==> src/rtl/csvfs_pkg.sv <==
// ---------------------------------------------------------------------------
// csvfs_pkg
// Shared types and constants of the CSV field splitter: character codes,
// result kinds and the command word passed from the front end to the back end.
// ---------------------------------------------------------------------------
package csvfs_pkg;

    // Default depths
    localparam int PENDING_MAX_DEF = 32;  // trailing blank buffer, 2 or more
    localparam int QUEUE_DEPTH_DEF = 4;   // command queue, 2 or more

    // Character codes
    localparam logic [7:0] CH_QUOTE = 8'h22;
    localparam logic [7:0] CH_COMMA = 8'h2C;
    localparam logic [7:0] CH_CR    = 8'h0D;
    localparam logic [7:0] CH_LF    = 8'h0A;
    localparam logic [7:0] CH_SPACE = 8'h20;
    localparam logic [7:0] CH_TAB   = 8'h09;

    // Result kinds
    typedef enum logic [1:0] {
        KIND_BYTE  = 2'd0,
        KIND_FIELD = 2'd1,
        KIND_ROW   = 2'd2
    } kind_t;

    // Commands from front end to back end
    typedef enum logic [1:0] {
        OP_WS    = 2'd0,  // park one blank (data[0]: 1 tab, 0 space)
        OP_CHAR  = 2'd1,  // flush parked blanks, then the byte
        OP_FIELD = 2'd2,  // end of field mark
        OP_ROW   = 2'd3   // end of row mark
    } op_t;

    typedef struct packed {
        op_t        op;
        logic [7:0] data;
        logic       ovf;   // sticky overflow as it stood before the step
    } cmd_t;

endpackage

==> src/rtl/csvfs_front.sv <==
// ---------------------------------------------------------------------------
// csvfs_front
// Byte classifier: quote, CR/LF and field tracking; turns each accepted
// beat into at most one command for the back end.
// ---------------------------------------------------------------------------
module csvfs_front
    import csvfs_pkg::*;
#(
    parameter int PENDING_MAX = PENDING_MAX_DEF
)
(
    input  logic       clk,
    input  logic       rst_n,
    input  logic       accept,
    input  logic [7:0] in_byte,
    input  logic       end_of_input,
    output logic       push,
    output cmd_t       cmd
);

    localparam int CW = $clog2(PENDING_MAX + 1);

    logic          inq_reg, inq_next;
    logic          qp_reg, qp_next;
    logic          acr_reg, acr_next;
    logic          fs_reg, fs_next;
    logic          rne_reg, rne_next;
    logic [CW-1:0] cnt_reg, cnt_next;
    logic          ovf_reg, ovf_next;

    always_comb
    begin
        logic skip;
        logic cont;
        logic emit;
        logic inq_v;
        op_t  op;
        logic [7:0] data;

        skip     = 1'b0;
        cont     = 1'b0;
        emit     = 1'b0;
        op       = OP_CHAR;
        data     = in_byte;
        inq_v    = inq_reg;
        inq_next = inq_reg;
        qp_next  = qp_reg;
        acr_next = acr_reg;
        fs_next  = fs_reg;
        rne_next = rne_reg;
        cnt_next = cnt_reg;
        ovf_next = ovf_reg;

        if (end_of_input)
        begin
            if (rne_reg || fs_reg)
            begin
                emit = 1'b1;
                op   = OP_ROW;
            end
            inq_next = 1'b0;
            qp_next  = 1'b0;
            acr_next = 1'b0;
            fs_next  = 1'b0;
            rne_next = 1'b0;
            cnt_next = '0;
            ovf_next = 1'b0;
        end
        else
        begin
            acr_next = 1'b0;
            if (acr_reg && in_byte == CH_LF)
                skip = 1'b1;
            if (!skip && qp_reg)
            begin
                qp_next = 1'b0;
                if (in_byte == CH_QUOTE)
                begin
                    cont = 1'b1;
                    skip = 1'b1;
                end
                else
                begin
                    inq_v = 1'b0;
                end
            end
            inq_next = inq_v;
            if (!skip)
            begin
                if (inq_v)
                begin
                    if (in_byte == CH_QUOTE)
                        qp_next = 1'b1;
                    else
                        cont = 1'b1;
                end
                else if (in_byte == CH_QUOTE)
                begin
                    inq_next = 1'b1;
                end
                else if (in_byte == CH_COMMA)
                begin
                    emit     = 1'b1;
                    op       = OP_FIELD;
                    fs_next  = 1'b0;
                    cnt_next = '0;
                    rne_next = 1'b1;
                end
                else if (in_byte inside {CH_CR, CH_LF})
                begin
                    if (rne_reg || fs_reg)
                    begin
                        emit = 1'b1;
                        op   = OP_ROW;
                    end
                    fs_next  = 1'b0;
                    cnt_next = '0;
                    rne_next = 1'b0;
                    acr_next = (in_byte == CH_CR);
                end
                else
                begin
                    cont = 1'b1;
                end
            end

            if (cont)
            begin
                if (in_byte inside {CH_SPACE, CH_TAB})
                begin
                    // blanks before the first real byte are trimmed
                    if (fs_reg)
                    begin
                        if (cnt_reg < CW'(PENDING_MAX))
                        begin
                            emit     = 1'b1;
                            op       = OP_WS;
                            data     = {7'd0, in_byte == CH_TAB};
                            cnt_next = cnt_reg + 1'b1;
                        end
                        else
                        begin
                            ovf_next = 1'b1;
                        end
                    end
                end
                else
                begin
                    emit     = 1'b1;
                    op       = OP_CHAR;
                    cnt_next = '0;
                    fs_next  = 1'b1;
                end
            end
        end

        push     = accept && emit;
        cmd.op   = op;
        cmd.data = (op == OP_FIELD || op == OP_ROW) ? 8'd0 : data;
        cmd.ovf  = ovf_reg;
    end

    always_ff @(posedge clk or negedge rst_n)
    begin
        if (!rst_n)
        begin
            inq_reg <= 1'b0;
            qp_reg  <= 1'b0;
            acr_reg <= 1'b0;
            fs_reg  <= 1'b0;
            rne_reg <= 1'b0;
            cnt_reg <= '0;
            ovf_reg <= 1'b0;
        end
        else if (accept)
        begin
            inq_reg <= inq_next;
            qp_reg  <= qp_next;
            acr_reg <= acr_next;
            fs_reg  <= fs_next;
            rne_reg <= rne_next;
            cnt_reg <= cnt_next;
            ovf_reg <= ovf_next;
        end
    end

endmodule

==> src/rtl/csvfs_queue.sv <==
// ---------------------------------------------------------------------------
// csvfs_queue
// Small command FIFO decoupling the classifier from the result emitter.
// ---------------------------------------------------------------------------
module csvfs_queue
    import csvfs_pkg::*;
#(
    parameter int DEPTH = QUEUE_DEPTH_DEF
)
(
    input  logic clk,
    input  logic rst_n,
    input  logic push,
    input  cmd_t push_cmd,
    input  logic pop,
    output logic full,
    output logic head_valid,
    output cmd_t head
);

    localparam int PW = $clog2(DEPTH);
    localparam int NW = $clog2(DEPTH + 1);

    cmd_t          store_reg [DEPTH];
    logic [PW-1:0] wr_ptr_reg, wr_ptr_next;
    logic [PW-1:0] rd_ptr_reg, rd_ptr_next;
    logic [NW-1:0] num_reg, num_next;

    assign full       = (num_reg == NW'(DEPTH));
    assign head_valid = (num_reg != '0);
    assign head       = store_reg[rd_ptr_reg];

    always_comb
    begin
        wr_ptr_next = wr_ptr_reg;
        rd_ptr_next = rd_ptr_reg;
        num_next    = num_reg;
        if (push)
            wr_ptr_next = (wr_ptr_reg == PW'(DEPTH - 1)) ? '0 : wr_ptr_reg + 1'b1;
        if (pop)
            rd_ptr_next = (rd_ptr_reg == PW'(DEPTH - 1)) ? '0 : rd_ptr_reg + 1'b1;
        if (push && !pop)
            num_next = num_reg + 1'b1;
        else if (pop && !push)
            num_next = num_reg - 1'b1;
    end

    always_ff @(posedge clk or negedge rst_n)
    begin
        if (!rst_n)
        begin
            wr_ptr_reg <= '0;
            rd_ptr_reg <= '0;
            num_reg    <= '0;
        end
        else
        begin
            wr_ptr_reg <= wr_ptr_next;
            rd_ptr_reg <= rd_ptr_next;
            num_reg    <= num_next;
        end
    end

    always_ff @(posedge clk)
    begin
        if (push)
            store_reg[wr_ptr_reg] <= push_cmd;
    end

endmodule

==> src/rtl/csvfs_back.sv <==
// ---------------------------------------------------------------------------
// csvfs_back
// Result emitter: owns the trailing blank buffer, replays parked blanks
// ahead of each real byte, drives the output register.
// ---------------------------------------------------------------------------
module csvfs_back
    import csvfs_pkg::*;
#(
    parameter int PENDING_MAX = PENDING_MAX_DEF
)
(
    input  logic       clk,
    input  logic       rst_n,
    input  logic       head_valid,
    input  cmd_t       head,
    output logic       pop,
    output logic       out_valid,
    input  logic       out_ready,
    output logic [7:0] out_byte,
    output logic [1:0] kind,
    output logic       last,
    output logic       overflow
);

    localparam int CW = $clog2(PENDING_MAX + 1);
    localparam int AW = $clog2(PENDING_MAX);

    logic          ws_mem [PENDING_MAX];   // 1 tab, 0 space
    logic          rd_data_reg;            // always ws_mem[idx_reg]
    logic          we;
    logic [AW-1:0] raddr;

    logic [CW-1:0] cnt_reg, cnt_next;
    logic [CW-1:0] idx_reg, idx_next;

    logic          ov_reg, ov_next;
    logic [7:0]    byte_reg, byte_next;
    kind_t         kind_reg, kind_next;
    logic          last_reg, last_next;
    logic          ovf_reg, ovf_next;

    logic          can_load;

    assign can_load = !ov_reg || out_ready;
    assign raddr    = idx_next[AW-1:0];

    always_comb
    begin
        logic load;

        load      = 1'b0;
        pop       = 1'b0;
        we        = 1'b0;
        cnt_next  = cnt_reg;
        idx_next  = idx_reg;
        ov_next   = ov_reg && !out_ready;
        byte_next = byte_reg;
        kind_next = kind_reg;
        last_next = last_reg;
        ovf_next  = ovf_reg;

        if (head_valid)
        begin
            case (head.op)
                OP_WS:
                begin
                    we       = 1'b1;
                    cnt_next = cnt_reg + 1'b1;
                    pop      = 1'b1;
                end
                OP_CHAR:
                begin
                    if (can_load)
                    begin
                        load = 1'b1;
                        kind_next = KIND_BYTE;
                        if (idx_reg < cnt_reg)
                        begin
                            byte_next = rd_data_reg ? CH_TAB : CH_SPACE;
                            last_next = 1'b0;
                            idx_next  = idx_reg + 1'b1;
                        end
                        else
                        begin
                            byte_next = head.data;
                            last_next = 1'b1;
                            pop       = 1'b1;
                            cnt_next  = '0;
                            idx_next  = '0;
                        end
                    end
                end
                OP_FIELD, OP_ROW:
                begin
                    if (can_load)
                    begin
                        load      = 1'b1;
                        byte_next = 8'd0;
                        kind_next = (head.op == OP_FIELD) ? KIND_FIELD : KIND_ROW;
                        last_next = 1'b1;
                        pop       = 1'b1;
                        cnt_next  = '0;
                        idx_next  = '0;
                    end
                end
                default:
                begin
                end
            endcase
        end

        if (load)
        begin
            ov_next  = 1'b1;
            ovf_next = head.ovf;
        end
    end

    always_ff @(posedge clk or negedge rst_n)
    begin
        if (!rst_n)
        begin
            cnt_reg <= '0;
            idx_reg <= '0;
            ov_reg  <= 1'b0;
        end
        else
        begin
            cnt_reg <= cnt_next;
            idx_reg <= idx_next;
            ov_reg  <= ov_next;
        end
    end

    always_ff @(posedge clk)
    begin
        byte_reg <= byte_next;
        kind_reg <= kind_next;
        last_reg <= last_next;
        ovf_reg  <= ovf_next;
    end

    // blank buffer, write-through on a same-address read
    always_ff @(posedge clk)
    begin
        if (we)
            ws_mem[cnt_reg[AW-1:0]] <= head.data[0];
        if (we && cnt_reg[AW-1:0] == raddr)
            rd_data_reg <= head.data[0];
        else
            rd_data_reg <= ws_mem[raddr];
    end

    assign out_valid = ov_reg;
    assign out_byte  = byte_reg;
    assign kind      = kind_reg;
    assign last      = last_reg;
    assign overflow  = ovf_reg;

    a_cnt_bound: assert property (@(posedge clk) disable iff (!rst_n)
        cnt_reg <= CW'(PENDING_MAX))
        else $error("blank count beyond buffer");

    a_idx_bound: assert property (@(posedge clk) disable iff (!rst_n)
        idx_reg <= cnt_reg)
        else $error("replay index past blank count");

    a_ws_room: assert property (@(posedge clk) disable iff (!rst_n)
        head_valid && head.op == OP_WS |-> cnt_reg < CW'(PENDING_MAX))
        else $error("blank parked into a full buffer");

    a_mark_last: assert property (@(posedge clk) disable iff (!rst_n)
        ov_reg && kind_reg != KIND_BYTE |-> last_reg)
        else $error("mark beat not flagged last");

endmodule

==> src/rtl/csv_field_splitter.sv <==
// ---------------------------------------------------------------------------
// csv_field_splitter
// Streaming CSV splitter: bytes in, content bytes and field/row marks out.
// ---------------------------------------------------------------------------
// One input beat is taken per cycle while the command queue has room. Each
// beat becomes at most one command; most commands leave as one output beat.
// A real byte that follows N parked trailing blanks makes N+1 output beats,
// one per cycle while the output is ready, as the emitter replays its blank
// buffer; the queue (QUEUE_DEPTH commands) absorbs the input side meanwhile,
// so the sustained rate is one beat per cycle except during such replays and
// output stalls. Blanks past PENDING_MAX in one run are dropped and set the
// sticky overflow bit carried on every later beat until an end-of-input
// beat, which closes the last row (open quotes closed silently, parked
// blanks dropped) and clears all state. A row holding one empty field makes
// no output. The blank buffer has no reset and needs no clearing pass.
// ---------------------------------------------------------------------------
module csv_field_splitter
    import csvfs_pkg::*;
#(
    parameter int PENDING_MAX = PENDING_MAX_DEF,
    parameter int QUEUE_DEPTH = QUEUE_DEPTH_DEF
)
(
    input  logic       clk,
    input  logic       rst_n,
    input  logic       in_valid,
    output logic       in_ready,
    input  logic [7:0] in_byte,
    input  logic       end_of_input,
    output logic       out_valid,
    input  logic       out_ready,
    output logic [7:0] out_byte,
    output logic [1:0] kind,
    output logic       last,
    output logic       overflow
);

    logic accept;
    logic push;
    cmd_t push_cmd;
    logic pop;
    logic q_full;
    logic head_valid;
    cmd_t head;

    // front takes a beat whenever the queue can hold its command
    assign in_ready = !q_full;
    assign accept   = in_valid && in_ready;

    csvfs_front #(
        .PENDING_MAX (PENDING_MAX)
    ) u_front (
        .clk          (clk),
        .rst_n        (rst_n),
        .accept       (accept),
        .in_byte      (in_byte),
        .end_of_input (end_of_input),
        .push         (push),
        .cmd          (push_cmd)
    );

    csvfs_queue #(
        .DEPTH (QUEUE_DEPTH)
    ) u_queue (
        .clk        (clk),
        .rst_n      (rst_n),
        .push       (push),
        .push_cmd   (push_cmd),
        .pop        (pop),
        .full       (q_full),
        .head_valid (head_valid),
        .head       (head)
    );

    csvfs_back #(
        .PENDING_MAX (PENDING_MAX)
    ) u_back (
        .clk        (clk),
        .rst_n      (rst_n),
        .head_valid (head_valid),
        .head       (head),
        .pop        (pop),
        .out_valid  (out_valid),
        .out_ready  (out_ready),
        .out_byte   (out_byte),
        .kind       (kind),
        .last       (last),
        .overflow   (overflow)
    );

endmodule
==> config.mk <==
export PLATFORM = sky130hd
export DESIGN_NAME = csv_field_splitter
export DESIGN_NICKNAME = d
export VERILOG_FILES = /design/src/rtl/csvfs_pkg.sv /design/src/rtl/csvfs_front.sv /design/src/rtl/csvfs_queue.sv /design/src/rtl/csvfs_back.sv /design/src/rtl/csv_field_splitter.sv
export SDC_FILE = /design/constraint.sdc
export NUM_CORES = 1
export LEC_CHECK = 0
export BUFFER_PORTS_ARGS = -buffer_cell sky130_fd_sc_hd__buf_4
export CAP_MARGIN = 0
export CELL_PAD_IN_SITES_DETAIL_PLACEMENT = 0
export CELL_PAD_IN_SITES_GLOBAL_PLACEMENT = 1
export CORE_MARGIN = 2
export CORE_UTILIZATION = 46
export DETAILED_ROUTE_END_ITERATION = 10
export PLACE_DENSITY = 0.79
export SETUP_SLACK_MARGIN = 0.02
export SLEW_MARGIN = 20
export SYNTH_ARGS = -nofsm -noshare
export SYNTH_HDL_FRONTEND = slang
export SYNTH_SLANG_ARGS = --single-unit
==> constraint.sdc <==
create_clock -name clk -period 3.16 [get_ports clk]
set_input_delay 0.158 -clock clk [delete_from_list [all_inputs] [get_ports clk]]
set_output_delay 0.158 -clock clk [all_outputs]
set_load 0.02 [all_outputs]
# After elaboration in Yosys (flattened, before gate mapping)
# Memories as Yosys holds them, arrays and structs flattened. A register that Yosys moved wholly into a read port is not among the register bits.
# Cells that the tools add are included.
[classes]
addsub = 7
multipliers = 0
div = 0
n_lt_le_gt_ge = 2
eq_ne = 21
shifts = 0
n_mux = 127
bitwise_logic = 0
n_reduce_logical = 32
[ops]
columns = ["op", "n"]
rows = [
  ["6-bit two-way mux", 17],
  ["1-bit two-way mux", 76],
  ["8-bit two-way mux", 9],
  ["2-bit two-way mux", 16],
  ["8-bit by 4-bit == test with 1-bit output, second input constant", 3],
  ["8-bit by 6-bit == test with 1-bit output, second input constant", 3],
  ["6-bit by 1-bit adder with 6-bit output, second input constant", 3],
  ["6-bit case mux with 3 select lines", 1],
  ["8-bit case mux with 2 select lines", 1],
  ["2-bit nonzero test", 7],
  ["2-bit == test, second input constant", 6],
  ["6-bit case mux with 2 select lines", 1],
  ["2-bit inequality test, second input constant", 5],
  ["5-bit AND reduction", 2],
  ["4-bit AND reduction", 2],
  ["1-bit logical AND", 7],
  ["1-bit logical NOT", 6],
  ["6-bit < comparator", 1],
  ["6-bit < comparator, second input constant", 1],
  ["3-bit two-way mux", 2],
  ["3-bit nonzero test", 2],
  ["5-bit two-way mux", 1],
  ["2-bit by 1-bit adder with 2-bit output, second input constant", 2],
  ["2-bit by 1-bit inequality test with 1-bit output, second input constant", 2],
  ["other kinds (11)", 13],
]
[totals]
ff_bits = 44
latch_bits = 0
ram_bits = 76
mem_bits_ro = 0
inputBits = 13
output_inout_bits = 14
elab_cells = 209
n_memories = 2
[memory_table]
columns = ["memory", "depth", "word_bits", "read_ports", "rd_ports_with_merged_regs", "wr", "line", "text"]
rows = [
  ["u_queue.store_reg", 4, 11, 1, 0, 1, "csvfs_queue.sv:24", "cmd_t store_reg [DEPTH];"],
  ["u_back.ws_mem", 32, 1, 1, 1, 1, "csvfs_back.sv:28", "logic ws_mem [PENDING_MAX];"],
]

# Longest topological paths before layout
# Gate-level depths: netlist of run 1.
[logic_depth]
word_depth = 20
depth_mapped = 14
depth_no_buf = 12

# By module
# Synthesis of run 1 repeated with hierarchy kept, for this count alone.
[hier_totals]
hier_cells = 452
area_unflattened_um2 = 5983.2
[modules_own_cells]
columns = ["module", "instances", "cells_per_inst", "area_per_inst_um2", "seq_area_each_um2"]
rows = [
  ["csvfs_back", 1, 236, 2909.0, 1746.7],
  ["csvfs_queue", 1, 94, 2009.4, 1496.4],
  ["csvfs_front", 1, 120, 1054.8, 300.3],
  ["csv_field_splitter", 1, 2, 10.0, 0.0],
]

# Worst setup path before layout of run 1
# OpenSTA, ideal clock, no wires.
[synth_path]
path_kind = "register to register"
from = "reg u_back.cnt_reg[2]"
to = "reg u_queue.num_reg[2]"
setup_ps = 79
t_arrival_ps = 2865
required_ps = 3081
path_slack_ps = 216
path_stages_with_launch = 15
path_cell_list = "dfrtp_1 -> clkbuf_1 -> inv_1 -> ha_1 -> o21a_1 -> o211ai_1 -> o21ai_0 -> a22oi_2 -> buf_2 -> ha_1 -> inv_1 -> fa_1 -> xor2_1 -> nor2_1 -> xor2_1"
[synth_between]
elab_chain_len = 8
elab_cells_between_ends = 10
classes_between = "order compare (1); mux (5); reduce/logical (4)"
[synth_rtl]
columns = ["element", "line", "text"]
rows = [
  ["start, declared", "csvfs_back.sv:33", "logic [CW-1:0] cnt_reg, cnt_next;"],
  ["start signal, assigned", "csvfs_back.sv:129", "cnt_reg <= cnt_next;"],
  ["6-bit < comparator (*)", "csvfs_back.sv:77", "if (idx_reg < cnt_reg)"],
  ["1-bit two-way mux (*)", "csvfs_back.sv:77", ""],
  ["1-bit two-way mux (*)", "csvfs_back.sv:73", "if (can_load)"],
  ["1-bit case mux with 3 select lines (*)", "csvfs_back.sv:64", "case (head.op)"],
  ["1-bit two-way mux (*)", "csvfs_back.sv:62", "if (head_valid)"],
  ["1-bit logical NOT", "csvfs_queue.sv:42", "if (push && !pop)"],
  ["1-bit logical AND", "csvfs_queue.sv:42", ""],
  ["3-bit two-way mux or 2-bit nonzero test (tied branches)", "-", ""],
  ["end signal, assigned", "csvfs_queue.sv:60", "num_reg <= num_next;"],
  ["end, declared", "csvfs_queue.sv:27", "logic [NW-1:0] num_reg, num_next;"],
]
# Mark *: on every way between the ends. The rest lies on a longest branch, timed or not.
# A chain may end at the register's enable or synchronous reset.

# Worst setup path in the final report of run 1
[layout_path]
from = "reg u_queue.num_reg[2]"
to = "reg u_queue.num_reg[2]"
[layout_between]
elab_chain_len = 7
elab_cells_between_ends = 15
classes_between = "add/sub (2); eq/ne (1); mux (3); reduce/logical (9)"
[layout_rtl]
columns = ["element", "line", "text"]
rows = [
  ["3-bit == test (*)", "csvfs_queue.sv:29", "assign full = (num_reg == NW'(DEPTH));"],
  ["1-bit logical NOT (*)", "csv_field_splitter.sv:47", "assign in_ready = !q_full;"],
  ["1-bit logical AND (*)", "csv_field_splitter.sv:48", "assign accept = in_valid && in_ready;"],
  ["1-bit logical AND (*)", "csvfs_front.sv:157", "push = accept && emit;"],
  ["net push", "csv_field_splitter.sv:39", "logic push;"],
  ["1-bit logical NOT", "csvfs_queue.sv:44", "else if (pop && !push)"],
  ["1-bit logical AND", "csvfs_queue.sv:44", ""],
  ["2-bit nonzero test (no line)", "-", ""],
]
# Mark *: on every way through the listed nets, which the timed path passes. The rest lies on a longest branch. The select of a mux whose other input is x is not followed.

==> results of run 1 <==
==> layer usage <==
metal / global-route usage / wire, um / vias to the layer above
li1: - / - / 1785
met4: 0.0633 / 107 / 0
met5: 0 / 0 / -
met1: 0.238 / 5350 / 1843
met2: 0.285 / 5520 / 61
met3: 0.0451 / 401 / 11
==> cell type report <==
| cell class | count | share of cell area |
|---|---|---|
| sequential | 125 | 0.512 |
| multi-input combinational | 305 | 0.326 |
| clock buffer | 18 | 0.0620 |
| timing repair buffer | 36 | 0.0394 |
| tap | 172 | 0.0311 |
| clock inverter | 14 | 0.0208 |
| inverter | 16 | 0.00868 |
==> report_power, final <==
part	internal (mW)	total [mW]	switching [mW]
clock	1.16	1.87	0.707
combinational	0.710	1.70	0.987
sequential	2.19	2.34	0.154
total	4.06	5.91	1.85
==> timing repair <==
item / 4_1_cts / 5_1_grt
buffers inserted: 0 / 0
setup endpoints to repair: 0 / 1
resized for setup: 0 / 2
hold buffers: 1 / 0
hold endpoints to repair: 32 / 0
==> worst register-to-register path: stages (launching register included) <==
cell and delay [ns]:
dfrtp_1 0.40, or3b_1 0.25, and2_1 0.19, nand2_1 0.13, or3_4 0.42, o31ai_4 0.11
ha_1 0.26, inv_1 0.07, fa_1 0.43, xor2_1 0.17, nor2_1 0.11, xor2_1 0.15
==> placed cells by master, fill, tap and decap left out, types with 4 or more instances in the layout <==
cell and count:
edfxtp_1 88, nor2_1 50, nand2_1 42, buf_4 35, dfrtp_1 31, o21ai_0 25, mux4_2 19, nand3_1 17
ha_1 17, clkbuf_16 17, a21oi_1 16, inv_1 16, and2_1 13, nand2b_1 11, nor3_1 10, nor2b_1 9
or3_1 5, and3_1 5, dfxtp_1 5, xor2_1 4, mux2i_1 4, clkinv_4 4
==> kinds of logic after synthesis <==
family,count (synthesis),synth area share
adders and majority gates,18,0.0392
AOI/OAI and AO/OA,71,0.0865
muxes,28,0.0895
DFF,125,0.596
buffers and inverters,34,0.0246
and+or+nand+nor,182,0.155
xor gates and xnor gates,6,0.00884
==> final timing paths <==
path                               startpoint                 end  slack [ns]  depth (start not counted)
max                        u_queue.num_reg[2]  u_queue.num_reg[2]        0.40                         11
min                                in_byte[0]     u_front.acr_reg        0.08                          3
max reg2reg                u_queue.num_reg[2]  u_queue.num_reg[2]        0.40                         11
min reg2reg                u_queue.num_reg[2]  u_queue.num_reg[2]        0.50                          1
max in group asynchronous               rst_n   u_back.cnt_reg[3]        2.56                          2
min in group asynchronous               rst_n    u_back.out_valid        0.24                          2
==> through the flow <==
stage | cells | worst slack, ns
floorplan | 464 | 0.216
global placement | 653 | 0.429
detailed placement | 653 | 0.345
CTS | 686 | 0.333
global route | 686 | 0.0345
finish | 686 | 0.402
==> flow_metrics.py, run 1 <==
metrics = {
    "status": {
        "outcome": "complete, no violations",
    },
    "synth": {
        "synth_seq_cells": 125,
        "yosysTopAreaCell": "edfxtp_1",
        "syn-cell-area_sq_um": 5940,
        "synth.distinct_cells": 66,
        "syn_nets": 495,
        "synth_edf_count": 88,
        "synth_top_area_frac": 0.445,
        "netlist_instances": 464,
        "ys_top_cells_by_count": "edfxtp_1, nor2_1, nand2_1, dfrtp_1, o21ai_0",
        "syn_area_per_cell_sq_um": 12.8,
        "ys_warn_count": 0,
        "netlist_top_cells_area": "edfxtp_1, dfrtp_1, mux4_2",
        "synthMostInstantiatedCell": "edfxtp_1",
        "ys.flop_type": "edfxtp_1",
        "async_reset_ff_frac": 0.256,
        "ys_seq_area_frac": 0.596,
    },
    "cts": {
        "cts_tree": "done",
        "path_clk_slew_ns": 0.06,
        "htreeDepth": 4,
        "clkLatencyLatePin_ns": 0.41,
        "cts_buffers": 17,
        "cts-root-buf": "clkbuf_16",
        "cts.sinks": 125,
        "cts.path.max_buffers": 2,
    },
    "finish": {
        "finish.instance_area_sq_um": 6920,
        "nFillCells": 1055,
        "layout-drive-gt1-share": 0.196,
        "regArea_sq_um": 3540,
        "diodes": 0,
        "area_delta_synth_final_pct": 16.4,
        "multi_input_area_sq_um": 2250,
        "post-route-util": 0.548,
        "nets": 532,
        "largest_register_ffs": 44,
    },
    "global_route": {
        "grt-ovfl-total": 0,
        "grt_start_max_net_pins": 34,
        "track_usage": 0.178,
        "grt_pass1_wl_um": 19000,
        "grt_pass1_vias": 3693,
        "antenna_found_initial": 0,
    },
    "detailed_routing": {
        "drc": 0,
        "wl_per_cell_um": 16.6,
        "ant_nets": 0,
        "drt-initial-drc-count": 212,
        "drt-total-wl_um": 11400,
        "avgViaCountPerCell": 5.39,
        "dr.pass1.iters": 5,
        "vias": 3700,
    },
    "timing": {
        "timing.fmax_mhz": 363,
        "setup-tns-final_ns": 0,
        "grt_setup_unrepaired": "no",
        "finClkSkew_ns": 0.00894,
        "finalCriticalPeriod_ns": 2.76,
        "timing.hold.ws_ns": 0.0799,
        "tightestPinTransition_ns": 0.684,
        "fin_crit_sh": 0.873,
        "hold_viol_final": 0,
        "relSlewSlack": 0.544,
        "slew_viol_final": 0,
        "setup_viol": 0,
    },
    "power_and_ir_drop": {
        "vdd_drop_max_mv": 0.416,
        "power_density_nw_per_um2": 854,
        "leakagePower_nw": 2.49,
        "fin_total_pwr_mw": 5.91,
    },
    "worst_setup_path": {
        "arrival_ns": 3.09,
        "crit_path_start_kind": "register",
        "crit_fanout": 7,
        "critPathBufInv": 1,
        "worst_path_largest_cell_delay_ns": 0.43,
        "cp_cell_sequence": "or3b_1, and2_1, nand2_1, or3_4, o31ai_4, ha_1, inv_1, fa_1, xor2_1, nor2_1, xor2_1",
        "cp_top_family": "simple AND/OR/NAND/NOR gates",
        "cpMaxStageDelayCell": "fa_1",
        "required_ns": 3.49,
        "crit_type": "register to register",
        "cp_common_cell": "xor2_1",
        "worstSetupEndpointType": "register",
    },
    "floorplan": {
        "rows": 41,
        "initial_utilization": 0.471,
        "die_area_sq_um": 13800,
        "ios": 27,
        "core_sq_um": 12600,
        "fp.dieH_um": 118,
        "fp.dieW_um": 118,
    },
    "placed_design": {
        "place_congestion": 0.796,
        "io_buffers": 26,
        "dp_hpwl_um": 7860,
        "placed_area_sq_um": 6330,
    },
    "worst_hold_path": {
        "hp-class": "primary input to register",
    },
    "flow_run": {
        "maxCapViolations": 0,
    },
}
Power figures use the tool's default switching activity.
==> run 2, diff against run 1 <==
- CORE_ASPECT_RATIO: unset -> 0.6
- CORE_UTILIZATION: 46 -> 51
- GPL_TIMING_DRIVEN: unset -> 0
- PLACE_DENSITY: 0.79 -> 0.83
- clock period: 3.16 -> 3.1 ns (I/O delays scaled with it)
==> flow_metrics.py, run 2 (synthesized netlist as in run 1, its figures left out) <==
metrics = {
    "worst_setup_path": {
        "required_ns": 3.43,
        "crit_type": "register to register",
        "arrival_ns": 3.25,
        "crit_path_start_kind": "register",
        "crit_fanout": 10,
        "worstSetupEndpointType": "register",
    },
    "detailed_routing": {
        "drt-initial-drc-count": 285,
        "drc": 0,
        "wl_per_cell_um": 17.7,
        "avgViaCountPerCell": 5.67,
        "dr.pass1.iters": 5,
        "vias": 3888,
        "drt-total-wl_um": 12100,
        "ant_nets": 0,
    },
    "timing": {
        "setup_ws_ns": 0.189,
        "fin_crit_sh": 0.939,
        "finClkSkew_ns": 0.00857,
        "setup_viol": 0,
        "tightestPinTransition_ns": 0.633,
        "hold_viol_final": 0,
        "relSlewSlack": 0.578,
        "slew_viol_final": 0,
        "finalCriticalPeriod_ns": 2.91,
        "grt_setup_unrepaired": "no",
        "timing.fmax_mhz": 344,
    },
    "global_route": {
        "track_usage": 0.212,
        "grt-ovfl-total": 0,
        "antenna_found_initial": 0,
        "grt_pass1_wl_um": 19700,
        "grt_start_max_net_pins": 34,
        "grt_pass1_vias": 3800,
    },
    "finish": {
        "diodes": 0,
        "finish.instance_area_sq_um": 7040,
        "layout-drive-gt1-share": 0.221,
        "nets": 544,
        "multi_input_area_sq_um": 2270,
        "area_delta_synth_final_pct": 18.6,
        "nFillCells": 880,
        "final_common_cell": "edfxtp_1",
        "largest_register_ffs": 44,
        "final_cell_mix": "edfxtp_1, nor2_1, nand2_1",
        "regArea_sq_um": 3550,
    },
    "power_and_ir_drop": {
        "leakagePower_nw": 2.56,
        "power_density_nw_per_um2": 898,
        "vdd_drop_max_mv": 0.570,
    },
    "floorplan": {
        "fp.dieW_um": 143,
        "die_area_sq_um": 12600,
        "rows": 30,
        "ios": 27,
        "core_sq_um": 11300,
        "initial_utilization": 0.524,
        "fp.dieH_um": 87.6,
    },
    "cts": {
        "cts.sinks": 125,
        "cts_buffers": 17,
        "cts-root-buf": "clkbuf_16",
        "cts_tree": "done",
        "clkLatencyLatePin_ns": 0.41,
        "htreeDepth": 4,
        "cts.path.max_buffers": 2,
        "path_clk_slew_ns": 0.06,
    },
    "placed_design": {
        "dp_hpwl_um": 8270,
        "place_ws_ns": -0.385,
        "io_buffers": 25,
        "placed_area_sq_um": 6330,
        "place_congestion": 0.834,
    },
    "worst_hold_path": {
        "hp-class": "primary input to register",
    },
    "status": {
        "outcome": "complete, no violations",
    },
    "flow_run": {
        "maxCapViolations": 0,
    },
}
run 2: power by group:
group / internal (mW) / switching [mW] / total [mW]
Clock: 1.36 / 0.755 / 2.11
Sequential: 2.23 / 0.141 / 2.37
Combinational: 0.757 / 1.08 / 1.84
run 2: stage by stage:
stage | power [mW] | instances | hold WS, ns | utilization | TNS, ns
after CTS | 6.30 | 681 | 0.0201 | 0.616 | 0
final | 6.33 | 686 | 0.0332 | 0.621 | 0
after global placement | 4.07 | 649 | 0.132 | 0.558 | -0.507
after detailed placement | 4.14 | 649 | 0.140 | 0.558 | -0.671
after global routing | 6.65 | 686 | 0.0279 | 0.621 | 0
after floorplan | 3.61 | 464 | -0.141 | - | 0
run 2: what timing repair did:
item / 4_1_cts / 5_1_grt
setup endpoints to repair: 2 / 2
setup buffers: 1 / 6
gates resized for setup: 5 / 7
hold buffers: 1 / 0
pin swaps: 1 / 2
hold endpoints to repair: 32 / 0
run 2: final timing paths:
kind | start | end | slack [ns] | depth (start not counted)
max in group asynchronous | rst_n | u_back.cnt_reg[2] | 2.51 | 2
min reg2reg | u_front.acr_reg | u_front.acr_reg | 0.50 | 2
max | u_back.cnt_reg[1] | u_queue.num_reg[2] | 0.19 | 12
min in group asynchronous | rst_n | u_back.idx_reg[2] | 0.23 | 2
max reg2reg | u_back.cnt_reg[1] | u_queue.num_reg[2] | 0.19 | 12
min | in_byte[0] | u_front.acr_reg | 0.03 | 3
run 2: cell type report:
type,instances,share of cell area
clock buffer,17,0.0604
inverter,16,0.00853
buffer,15,0.0119
sequential,125,0.503
clock inverter,15,0.0298
tap,160,0.0284
timing repair buffer,33,0.0355
multi-input combinational,305,0.322
run 2: worst max-delay path: stages (launching register included):
cell and delay, ns:
dfrtp_1 0.41, inv_1 0.12, ha_1 0.32, a2111oi_2 0.31, o21ai_1 0.16, a22oi_2 0.24, buf_6 0.18, ha_2 0.19
inv_1 0.06, fa_1 0.42, xor2_1 0.17, nor2_1 0.11, xor2_1 0.15
run 2: layer usage:
layer,global-route usage,up-vias,part of all wire
met2,0.316,139,0.45
li1,-,1810,-
met5,0,-,0
met1,0.312,1929,0.47
met4,0.0668,0,0.0073
met3,0.0514,10,0.071
